==> src/hdl/tdpc_pkg.sv <==
// shared types, constants and the palette table of the time-of-day crossfade unit
// used by every module in this folder; depends on nothing else

package tdpc_pkg;

  localparam int NUM_COLORS = 9;
  localparam int PAL_COUNT = 5;
  localparam int MINUTE_W = 11;
  localparam int SUN_W = 12;
  localparam int OFFSET_W = 6;
  localparam int COLOR_W = 16;
  localparam int QUEUE_DEPTH = 4;

  localparam int DEFAULT_RISE = 6 * 60 + 30;
  localparam int DEFAULT_SET = 19 * 60 + 30;
  localparam int BAND = 60;

  localparam logic [2:0] PAL_MIDNIGHT = 3'd0;
  localparam logic [2:0] PAL_NIGHT = 3'd1;
  localparam logic [2:0] PAL_DAWN = 3'd2;
  localparam logic [2:0] PAL_DAY = 3'd3;
  localparam logic [2:0] PAL_DUSK = 3'd4;

  localparam logic [COLOR_W-1:0] PALETTE [PAL_COUNT][NUM_COLORS] = '{
    '{16'h0021, 16'h0842, 16'h3186, 16'h18C3, 16'h3DF9, 16'h79ED, 16'h8A87, 16'h1082, 16'h4A69},
    '{16'h0823, 16'h1866, 16'h8811, 16'h4008, 16'h479E, 16'hF9F1, 16'hFBC7, 16'h1084, 16'h738E},
    '{16'h1866, 16'h494D, 16'hA25C, 16'h5AAB, 16'h7F5E, 16'hBC1F, 16'hFD4F, 16'h2124, 16'h9CDF},
    '{16'h10E9, 16'h2A30, 16'hB460, 16'h5A08, 16'h7EFF, 16'hFDE7, 16'hFCA5, 16'h18E3, 16'hAD75},
    '{16'h2822, 16'h6884, 16'hF9A0, 16'h8140, 16'hFC65, 16'hF9ED, 16'hFAC5, 16'h2082, 16'hFBAE}
  };

  // one classified request: palettes to fade between and minutes into the band
  typedef struct packed {
    logic [2:0]          from_pal;
    logic [2:0]          to_pal;
    logic [OFFSET_W-1:0] offset;
  } tdpc_entry_t;

  function automatic logic [COLOR_W-1:0] pal_color(input logic [2:0] pal,
                                                   input logic [3:0] idx);
    logic [COLOR_W-1:0] c;
    c = '0;
    if (pal < 3'(PAL_COUNT) && idx < 4'(NUM_COLORS)) begin
      c = PALETTE[pal][idx];
    end
    return c;
  endfunction

endpackage

==> src/hdl/tdpc_front.sv <==
// front end: takes a minute of the day and classifies it into a fade band
// depends on tdpc_pkg; pushes one tdpc_entry_t into the queue per request

module tdpc_front import tdpc_pkg::*; (
  input  logic                clk,
  input  logic                rst,
  input  logic [MINUTE_W-1:0] minute_of_day,
  input  logic                minute_valid,
  output logic                minute_stall,
  input  logic [SUN_W-1:0]    sunrise_minute,
  input  logic [SUN_W-1:0]    sunset_minute,
  input  logic                queue_full,
  output logic                push,
  output tdpc_entry_t         push_entry
);

  localparam int CMP_W = 14;

  logic signed [CMP_W-1:0] now;
  logic signed [CMP_W-1:0] rise;
  logic signed [CMP_W-1:0] set_min;
  logic signed [CMP_W-1:0] rise_lo;
  logic signed [CMP_W-1:0] rise_hi;
  logic signed [CMP_W-1:0] set_lo;
  logic signed [CMP_W-1:0] set_hi;
  logic signed [CMP_W-1:0] d_rise_lo;
  logic signed [CMP_W-1:0] d_rise;
  logic signed [CMP_W-1:0] d_set_lo;
  logic signed [CMP_W-1:0] d_set;
  logic signed [CMP_W-1:0] d_240;

  assign minute_stall = queue_full;
  assign push = minute_valid && !queue_full;

  // a negative register means unknown, fall back to the fixed default
  assign now = $signed({3'b000, minute_of_day});
  assign rise = sunrise_minute[SUN_W-1] ? CMP_W'(DEFAULT_RISE)
                                        : $signed({2'b00, sunrise_minute});
  assign set_min = sunset_minute[SUN_W-1] ? CMP_W'(DEFAULT_SET)
                                          : $signed({2'b00, sunset_minute});

  assign rise_lo = rise - CMP_W'(BAND);
  assign rise_hi = rise + CMP_W'(BAND);
  assign set_lo = set_min - CMP_W'(BAND);
  assign set_hi = set_min + CMP_W'(BAND);

  assign d_rise_lo = now - rise_lo;
  assign d_rise = now - rise;
  assign d_set_lo = now - set_lo;
  assign d_set = now - set_min;
  assign d_240 = now - CMP_W'(240);

  always_comb begin
    push_entry = '{from_pal: PAL_NIGHT, to_pal: PAL_NIGHT, offset: '0};
    priority if (now >= rise_lo && now < rise) begin
      push_entry = '{from_pal: PAL_NIGHT, to_pal: PAL_DAWN, offset: d_rise_lo[OFFSET_W-1:0]};
    end else if (now >= rise && now < rise_hi) begin
      push_entry = '{from_pal: PAL_DAWN, to_pal: PAL_DAY, offset: d_rise[OFFSET_W-1:0]};
    end else if (now >= rise_hi && now < set_lo) begin
      push_entry = '{from_pal: PAL_DAY, to_pal: PAL_DAY, offset: '0};
    end else if (now >= set_lo && now < set_min) begin
      push_entry = '{from_pal: PAL_DAY, to_pal: PAL_DUSK, offset: d_set_lo[OFFSET_W-1:0]};
    end else if (now >= set_min && now < set_hi) begin
      push_entry = '{from_pal: PAL_DUSK, to_pal: PAL_NIGHT, offset: d_set[OFFSET_W-1:0]};
    end else if (now >= CMP_W'(60) && now < CMP_W'(240)) begin
      push_entry = '{from_pal: PAL_MIDNIGHT, to_pal: PAL_MIDNIGHT, offset: '0};
    end else if (now < CMP_W'(60)) begin
      push_entry = '{from_pal: PAL_NIGHT, to_pal: PAL_MIDNIGHT, offset: now[OFFSET_W-1:0]};
    end else if (now >= CMP_W'(240) && now < CMP_W'(300)) begin
      push_entry = '{from_pal: PAL_MIDNIGHT, to_pal: PAL_NIGHT, offset: d_240[OFFSET_W-1:0]};
    end else begin
      push_entry = '{from_pal: PAL_NIGHT, to_pal: PAL_NIGHT, offset: '0};
    end
  end

`ifndef SYNTHESIS
  a_offset_in_band: assert property (@(posedge clk) disable iff (rst)
    push |-> (push_entry.offset < OFFSET_W'(BAND)) &&
             (push_entry.from_pal != push_entry.to_pal || push_entry.offset == '0))
    else $error("classified offset outside the band");
`endif

endmodule

==> src/hdl/tdpc_queue.sv <==
// short register queue between the classifier and the blend pipeline
// depends on tdpc_pkg for the entry type

module tdpc_queue import tdpc_pkg::*; #(
  parameter int DEPTH = QUEUE_DEPTH
) (
  input  logic        clk,
  input  logic        rst,
  input  logic        push,
  input  tdpc_entry_t push_entry,
  output logic        full,
  input  logic        pop,
  output logic        valid,
  output tdpc_entry_t head
);

  localparam int PTR_W = $clog2(DEPTH);
  localparam int CNT_W = $clog2(DEPTH + 1);

  tdpc_entry_t      entries [DEPTH];
  logic [PTR_W-1:0] wr_ptr;
  logic [PTR_W-1:0] rd_ptr;
  logic [CNT_W-1:0] count;
  logic             do_pop;

  assign full = count == CNT_W'(DEPTH);
  assign valid = count != '0;
  assign head = entries[rd_ptr];
  assign do_pop = pop && valid;

  always_ff @(posedge clk) begin
    if (rst) begin
      wr_ptr <= '0;
      rd_ptr <= '0;
      count <= '0;
    end else begin
      if (push) begin
        wr_ptr <= (wr_ptr == PTR_W'(DEPTH - 1)) ? '0 : wr_ptr + 1'b1;
      end
      if (do_pop) begin
        rd_ptr <= (rd_ptr == PTR_W'(DEPTH - 1)) ? '0 : rd_ptr + 1'b1;
      end
      if (push && !do_pop) begin
        count <= count + 1'b1;
      end else if (!push && do_pop) begin
        count <= count - 1'b1;
      end
    end
  end

  always_ff @(posedge clk) begin
    if (push) begin
      entries[wr_ptr] <= push_entry;
    end
  end

`ifndef SYNTHESIS
  a_no_push_full: assert property (@(posedge clk) disable iff (rst)
    push |-> !full)
    else $error("queue written while full");
  a_count_up: assert property (@(posedge clk) disable iff (rst)
    push && !do_pop |=> count == $past(count) + 1'b1)
    else $error("queue count lost a push");
`endif

endmodule

==> src/hdl/tdpc_back.sv <==
// back end: two-stage blend of nine rgb565 colors plus the output register
// depends on tdpc_pkg for the palette table and the entry type

module tdpc_back import tdpc_pkg::*; (
  input  logic               clk,
  input  logic               rst,
  input  logic               head_valid,
  input  tdpc_entry_t        head,
  output logic               pop,
  output logic               palette_valid,
  input  logic               palette_stall,
  output logic [COLOR_W-1:0] colors [NUM_COLORS]
);

  logic [9:0] t17;
  logic [7:0] t;

  logic signed [15:0] pr [NUM_COLORS];
  logic signed [15:0] pg [NUM_COLORS];
  logic signed [15:0] pb [NUM_COLORS];
  logic [4:0]         ar [NUM_COLORS];
  logic [5:0]         ag [NUM_COLORS];
  logic [4:0]         ab [NUM_COLORS];

  logic               s1_valid;
  logic signed [15:0] s1_pr [NUM_COLORS];
  logic signed [15:0] s1_pg [NUM_COLORS];
  logic signed [15:0] s1_pb [NUM_COLORS];
  logic [4:0]         s1_ar [NUM_COLORS];
  logic [5:0]         s1_ag [NUM_COLORS];
  logic [4:0]         s1_ab [NUM_COLORS];

  logic [COLOR_W-1:0] colors_next [NUM_COLORS];
  logic               out_advance;
  logic               s1_advance;

  assign out_advance = !palette_valid || !palette_stall;
  assign s1_advance = !s1_valid || out_advance;
  assign pop = head_valid && s1_advance;

  // offset * 255 / 60 is offset * 17 / 4
  assign t17 = {head.offset, 4'b0000} + {4'b0000, head.offset};
  assign t = t17[9:2];

  always_comb begin
    logic [COLOR_W-1:0] ca;
    logic [COLOR_W-1:0] cb;
    logic signed [6:0]  dr;
    logic signed [6:0]  dg;
    logic signed [6:0]  db;
    logic signed [8:0]  ts;
    ts = $signed({1'b0, t});
    for (int i = 0; i < NUM_COLORS; i++) begin
      ca = pal_color(head.from_pal, 4'(i));
      cb = pal_color(head.to_pal, 4'(i));
      dr = $signed({2'b00, cb[15:11]}) - $signed({2'b00, ca[15:11]});
      dg = $signed({1'b0, cb[10:5]}) - $signed({1'b0, ca[10:5]});
      db = $signed({2'b00, cb[4:0]}) - $signed({2'b00, ca[4:0]});
      pr[i] = 16'(dr * ts);
      pg[i] = 16'(dg * ts);
      pb[i] = 16'(db * ts);
      ar[i] = ca[15:11];
      ag[i] = ca[10:5];
      ab[i] = ca[4:0];
    end
  end

  // a + floor(d * t / 256), arithmetic shift rounds toward minus infinity
  always_comb begin
    logic signed [8:0] sr;
    logic signed [8:0] sg;
    logic signed [8:0] sb;
    for (int i = 0; i < NUM_COLORS; i++) begin
      sr = $signed({4'b0000, s1_ar[i]}) + 9'(s1_pr[i] >>> 8);
      sg = $signed({3'b000, s1_ag[i]}) + 9'(s1_pg[i] >>> 8);
      sb = $signed({4'b0000, s1_ab[i]}) + 9'(s1_pb[i] >>> 8);
      colors_next[i] = {sr[4:0], sg[5:0], sb[4:0]};
    end
  end

  always_ff @(posedge clk) begin
    if (rst) begin
      s1_valid <= 1'b0;
      palette_valid <= 1'b0;
    end else begin
      if (s1_advance) begin
        s1_valid <= head_valid;
      end
      if (out_advance) begin
        palette_valid <= s1_valid;
      end
    end
  end

  always_ff @(posedge clk) begin
    if (pop) begin
      s1_pr <= pr;
      s1_pg <= pg;
      s1_pb <= pb;
      s1_ar <= ar;
      s1_ag <= ag;
      s1_ab <= ab;
    end
    if (out_advance && s1_valid) begin
      colors <= colors_next;
    end
  end

`ifndef SYNTHESIS
  a_s1_holds: assert property (@(posedge clk) disable iff (rst)
    s1_valid && !s1_advance |=> s1_valid && $stable(s1_pg[0]) && $stable(s1_ar[0]))
    else $error("blend stage overwritten while output stalled");
`endif

endmodule

==> src/hdl/time_of_day_palette_crossfade_unit.sv <==
// throughput: one request per cycle while minute_stall is low;
// the four-entry queue and output register absorb stalls
// the path is classifier, queue register, multiply stage, add stage into the output register
// reset: synchronous, clears queue and pipeline valids, sunrise and sunset read back as -1
// depends on tdpc_pkg, tdpc_front, tdpc_queue and tdpc_back

module time_of_day_palette_crossfade_unit import tdpc_pkg::*; #(
  parameter int QUEUE_ENTRIES = QUEUE_DEPTH
) (
  input  logic                clk,
  input  logic                rst,
  input  logic                psel,
  input  logic                penable,
  input  logic                pwrite,
  input  logic [2:0]          paddr,
  input  logic [31:0]         pwdata,
  output logic [31:0]         prdata,
  output logic                pready,
  input  logic [MINUTE_W-1:0] minute_of_day,
  input  logic                minute_valid,
  output logic                minute_stall,
  output logic [COLOR_W-1:0]  sky_top_color,
  output logic [COLOR_W-1:0]  sky_bottom_color,
  output logic [COLOR_W-1:0]  grid_color,
  output logic [COLOR_W-1:0]  grid_dim_color,
  output logic [COLOR_W-1:0]  ink_color,
  output logic [COLOR_W-1:0]  sun_top_color,
  output logic [COLOR_W-1:0]  sun_bottom_color,
  output logic [COLOR_W-1:0]  panel_color,
  output logic [COLOR_W-1:0]  label_color,
  output logic                palette_valid,
  input  logic                palette_stall
);

  localparam logic REG_SUNRISE = 1'b0;
  localparam logic REG_SUNSET = 1'b1;

  logic [SUN_W-1:0]   sunrise_minute;
  logic [SUN_W-1:0]   sunset_minute;
  logic               cfg_write;
  logic               push;
  tdpc_entry_t        push_entry;
  logic               queue_full;
  logic               pop;
  logic               head_valid;
  tdpc_entry_t        head;
  logic [COLOR_W-1:0] colors [NUM_COLORS];

  assign pready = 1'b1;
  assign cfg_write = psel && penable && pwrite && pready;

  always_ff @(posedge clk) begin
    if (rst) begin
      sunrise_minute <= '1;
      sunset_minute <= '1;
    end else if (cfg_write) begin
      unique case (paddr[2])
        REG_SUNRISE: sunrise_minute <= pwdata[SUN_W-1:0];
        REG_SUNSET:  sunset_minute <= pwdata[SUN_W-1:0];
        default:     sunrise_minute <= sunrise_minute;
      endcase
    end
  end

  always_comb begin
    unique case (paddr[2])
      REG_SUNRISE: prdata = {{(32 - SUN_W){sunrise_minute[SUN_W-1]}}, sunrise_minute};
      REG_SUNSET:  prdata = {{(32 - SUN_W){sunset_minute[SUN_W-1]}}, sunset_minute};
      default:     prdata = '0;
    endcase
  end

  tdpc_front u_front (
    .clk            (clk),
    .rst            (rst),
    .minute_of_day  (minute_of_day),
    .minute_valid   (minute_valid),
    .minute_stall   (minute_stall),
    .sunrise_minute (sunrise_minute),
    .sunset_minute  (sunset_minute),
    .queue_full     (queue_full),
    .push           (push),
    .push_entry     (push_entry)
  );

  tdpc_queue #(
    .DEPTH (QUEUE_ENTRIES)
  ) u_queue (
    .clk        (clk),
    .rst        (rst),
    .push       (push),
    .push_entry (push_entry),
    .full       (queue_full),
    .pop        (pop),
    .valid      (head_valid),
    .head       (head)
  );

  tdpc_back u_back (
    .clk           (clk),
    .rst           (rst),
    .head_valid    (head_valid),
    .head          (head),
    .pop           (pop),
    .palette_valid (palette_valid),
    .palette_stall (palette_stall),
    .colors        (colors)
  );

  assign sky_top_color = colors[0];
  assign sky_bottom_color = colors[1];
  assign grid_color = colors[2];
  assign grid_dim_color = colors[3];
  assign ink_color = colors[4];
  assign sun_top_color = colors[5];
  assign sun_bottom_color = colors[6];
  assign panel_color = colors[7];
  assign label_color = colors[8];

endmodule
==> config.mk <==
export PLATFORM = sky130hd
export DESIGN_NAME = time_of_day_palette_crossfade_unit
export DESIGN_NICKNAME = d
export VERILOG_FILES = /design/src/hdl/tdpc_pkg.sv /design/src/hdl/tdpc_front.sv /design/src/hdl/tdpc_queue.sv /design/src/hdl/tdpc_back.sv /design/src/hdl/time_of_day_palette_crossfade_unit.sv
export SDC_FILE = /design/constraint.sdc
export NUM_CORES = 2
export LEC_CHECK = 0
export BUFFER_PORTS_ARGS = -buffer_cell sky130_fd_sc_hd__buf_2
export CAP_MARGIN = 10
export CORE_MARGIN = 2
export CORE_UTILIZATION = 65
export DETAILED_ROUTE_END_ITERATION = 12
export PLACE_DENSITY = 0.92
export SLEW_MARGIN = 5
export SYNTH_ARGS = -nofsm -noshare
export SYNTH_HDL_FRONTEND = slang
export SYNTH_SLANG_ARGS = --single-unit
==> constraint.sdc <==
create_clock -name clk -period 14.08 [get_ports clk]
set_input_delay 0.704 -clock clk [delete_from_list [all_inputs] [get_ports clk]]
set_output_delay 0.704 -clock clk [all_outputs]
set_load 0.01 [all_outputs]
==> impl_metrics.csv <==
group,metric,value,unit
status,status,"complete, no violations",
route,ant_nets,0,
sta,worstMarginPinSlew,1.17,ns
place,place.gp.congestion,0.972,
critical_path,worstSetupStartpointType,"flip-flop",
worst_hold_path,whs_endpoint,"sunrise_minute[1]$_SDFFE_PP1P_",
critical_path,crit_top_cell,"inv_1",
yosys,synth_most_common_cell,"inv_1",
global_route,grt_pass1_vias,49690,
critical_path,cpPeakStageDelay,0.84,ns
route,wl_met2,73900,um
final_layout,fillerInstances,6103,
critical_path,cp_slowest_cell,"clkinv_1",
worst_hold_path,hold_depth,2,
final_layout,multiInputGateArea,43400,um^2
final_layout,final_nets,8206,
floorplanning,die_h,309,um
sta,max_freq,108,MHz
final_layout,area_growth_syn_to_layout,6.20,%
route,vias,46597,
global_route,gr-usage-all-layers,35.2,%
global_route,grt_max_degree,106,
floorplanning,die_w,309,um
global_route,grt_pass1_wl,259000,um
floorplanning,pin_count,232,
clocking,clock_sinks,401,
clocking,clk_pin_slew_worst_paths,0.06,ns
final_layout,ff_latch_area,11700,um^2
floorplanning,design.core.area,91800,um^2
route,post_drt_wl_per_cell,21.1,um
yosys,synthMuxAreaShare,0.982,%
yosys,synth-simple-area-share,13.6,%
yosys,synth-compound-area-share,5.93,%
sta,clock_skew,0.0451,ns
route,drcViolationCount,0,
global_route,antenna_found_initial,9,
route,top_layer,"met5",
sta,finalMaxSlewViolations,0,
final_layout,drive_above_1_share,6.37,%
yosys,ys.flop_type,"edfxtp_1",
floorplanning,fp-row-count,111,
place,dp_hpwl,122000,um
route,routed_wl,163000,um
route,first_pass_iters,8,
route,drt-met1-wl,54800,um
critical_path,r2r_cells,28,
critical_path,arrival,9.68,ns
yosys,synth_nets,8123,
yosys,synth_edf_count,366,
sta,rsz0062_at_grt,"false",
yosys,synth_fa_ha_area_share,44.7,%
flow_run,maxCapViolCount,0,
route,met3_length,19900,um
yosys,syn-cell-area,60400,um^2
sta,fin_crit_sh,65.7,%
place,port_buffers,208,
route,drtIter0Drc,4179,
clocking,tritoncts,"yes",
worst_hold_path,hp-start,"pwdata[1]",
critical_path,path_class,"flip-flop to flip-flop",
route,avgViaCountPerCell,6.02,
sta,hold_violations,0,
yosys,synth_top_area_share,25.0,%
critical_path,rrSetupSlack,4.83,ns
clocking,cts_hold_buf,0,
floorplanning,dieArea,95400,um^2
sta,fin_crit,9.25,ns
yosys,yosys-top-cells-count,"inv_1, ha_1, fa_1",
yosys,syn_area_per_cell,9.49,um^2
clocking,post_cts_resized,0,
sta,finalSetupTns,0,ns
sta,relSlewSlack,21.9,%
floorplanning,start_util,65.8,%
worst_hold_path,hold_path.class,"input port to flip-flop",
sta,setup_violations,0,
yosys,yosysWarningCount,0,
clocking,htree_levels,2,
yosys,synth_xor_area_share,6.41,%
critical_path,cp-end-kind,"flip-flop",
critical_path,required,14.51,ns
clocking,cts_made_buffers,49,
yosys,ys_types,77,
clocking,cts_buffer_depth,3,
critical_path,r2r-end,"u_back.s1_pg[13]$_DFFE_PP_",
yosys,synth_top_family_by_area,"adder cells",
yosys,seq_area_frac_synth,19.4,%
clocking,cts_root_buf,"clkbuf_16",
critical_path,cp_max_fo,16,
global_route,grt.overflow.total,0,
clocking,post_cts_buffers,0,
yosys,synthTopCellsByArea,"fa_1, ha_1, edfxtp_1",
clocking,insertion_delay,0.70,ns
yosys,synth-seq-cells,401,
yosys,yosysTopAreaCell,"fa_1",
yosys,synth_cells,6363,
yosys,async_flop_share,0,%
[cells in the final DEF (no fill, tap or decap), types with 12 or more instances in the layout]
cell type	Yosys	layout
a211o_1	15	15
a21o_1	103	103
a21oi_1	178	178
a31oi_1	24	23
and2_1	153	153
and3_1	17	17
and4b_1	14	14
buf_2	19	209
buf_4	23	42
clkbuf_16	0	50
clkinv_1	8	14
dfxtp_1	35	35
edfxtp_1	366	366
fa_1	753	752
ha_1	954	953
inv_1	1189	1188
mux2_2	20	19
mux2i_1	12	12
nand2_1	525	525
nand2b_1	134	134
nand3_1	38	38
nand3b_1	15	15
nand4_1	23	23
nor2_1	706	706
nor2b_1	59	59
nor3_1	56	56
o21a_1	38	38
o21ai_0	78	78
o21bai_1	29	29
o31ai_1	12	12
or2_2	24	24
xnor2_1	350	346
xor2_1	90	87
[worst max-delay path, delay by kind of cell, from the launching register on]
| family | cells | cell delay [ns] |
|---|---|---|
| fa+ha+maj | 7 | 3.40 |
| compound gates | 7 | 1.73 |
| buf+inv | 7 | 1.67 |
| simple gates | 4 | 0.72 |
| mux | 1 | 0.69 |
| xor+xnor | 2 | 0.47 |
| flops | 1 | 0.32 |
[metrics by stage]
stage               setup WS (ns)  instance area (um^2)  instances  utilization, %  hold WS [ns]
floorplan                    1.98                 60400       6363               -         0.448
global placement             5.37                 62500       7637            68.1         0.485
detailed placement           5.14                 62500       7637            68.1         0.489
CTS                          5.09                 64100       7728            69.8         0.244
global route                 4.61                 64100       7729            69.8         0.241
finish                       4.83                 64100       7736            69.9         0.259
[worst max-delay path by stage]
| stage | slack, ns | to | from | cells after the start |
|---|---|---|---|---|
| floorplan | 1.98 | u_queue.count[2]$_SDFFE_PP0P_ | u_back.palette_valid$_SDFFE_PP0P_ | 8 |
| global route | 4.61 | u_back.s1_pb[124]$_DFFE_PP_ | flip-flop | 28 |
| finish | 4.83 | u_back.s1_pg[13]$_DFFE_PP_ | flip-flop | 28 |
| CTS | 5.09 | u_back.s1_pg[13]$_DFFE_PP_ | flip-flop | 28 |
| global placement | 5.37 | u_back.s1_pg[12]$_DFFE_PP_ | flip-flop | 28 |
| detailed placement | 5.14 | u_back.s1_pg[13]$_DFFE_PP_ | flip-flop | 28 |
[sequential cells by signal (all words and copies together), names as in the netlist, named ones only]
register              flops
sunrise_minute           12
sunset_minute            12
u_back.colors           144
u_back.palette_valid      1
u_back.s1_ab              7
u_back.s1_ag             11
u_back.s1_ar             12
u_back.s1_pb             45
u_back.s1_pg             54
u_back.s1_pr             45
u_back.s1_valid           1
u_queue.count             3
u_queue.entries          48
u_queue.rd_ptr            2
u_queue.wr_ptr            2
[logic make-up after synthesis]
| group | after synthesis |
|---|---|
| and+or+nand+nor | 1799 |
| adders and majority gates | 1707 |
| buffers and inverters | 1417 |
| AOI/OAI and AO/OA | 554 |
| xor gates and xnor gates | 441 |
| DFF | 401 |
| muxes | 43 |
| other | 1 |
[layer usage]
metal / up-vias / track usage (%)
met5: - / 0
met3: 1008 / 10.3
li1: 20302 / -
met2: 2871 / 56.5
met1: 22402 / 40.1
met4: 14 / 25.7
[final cells by class]
cell class | count | share of cell area (%)
Sequential cell | 401 | 18.2
Timing Repair Buffer | 252 | 2.15
Antenna cell | 7 | 0.0273
Multi-Input combinational cell | 4545 | 67.7
Clock inverter | 33 | 0.439
Tap cell | 1243 | 2.43
Clock buffer | 58 | 2.03
Inverter | 1197 | 7.01
Power is not shown: default switching activity piles up to over one toggle a cycle in this logic, so the estimate is an artifact.
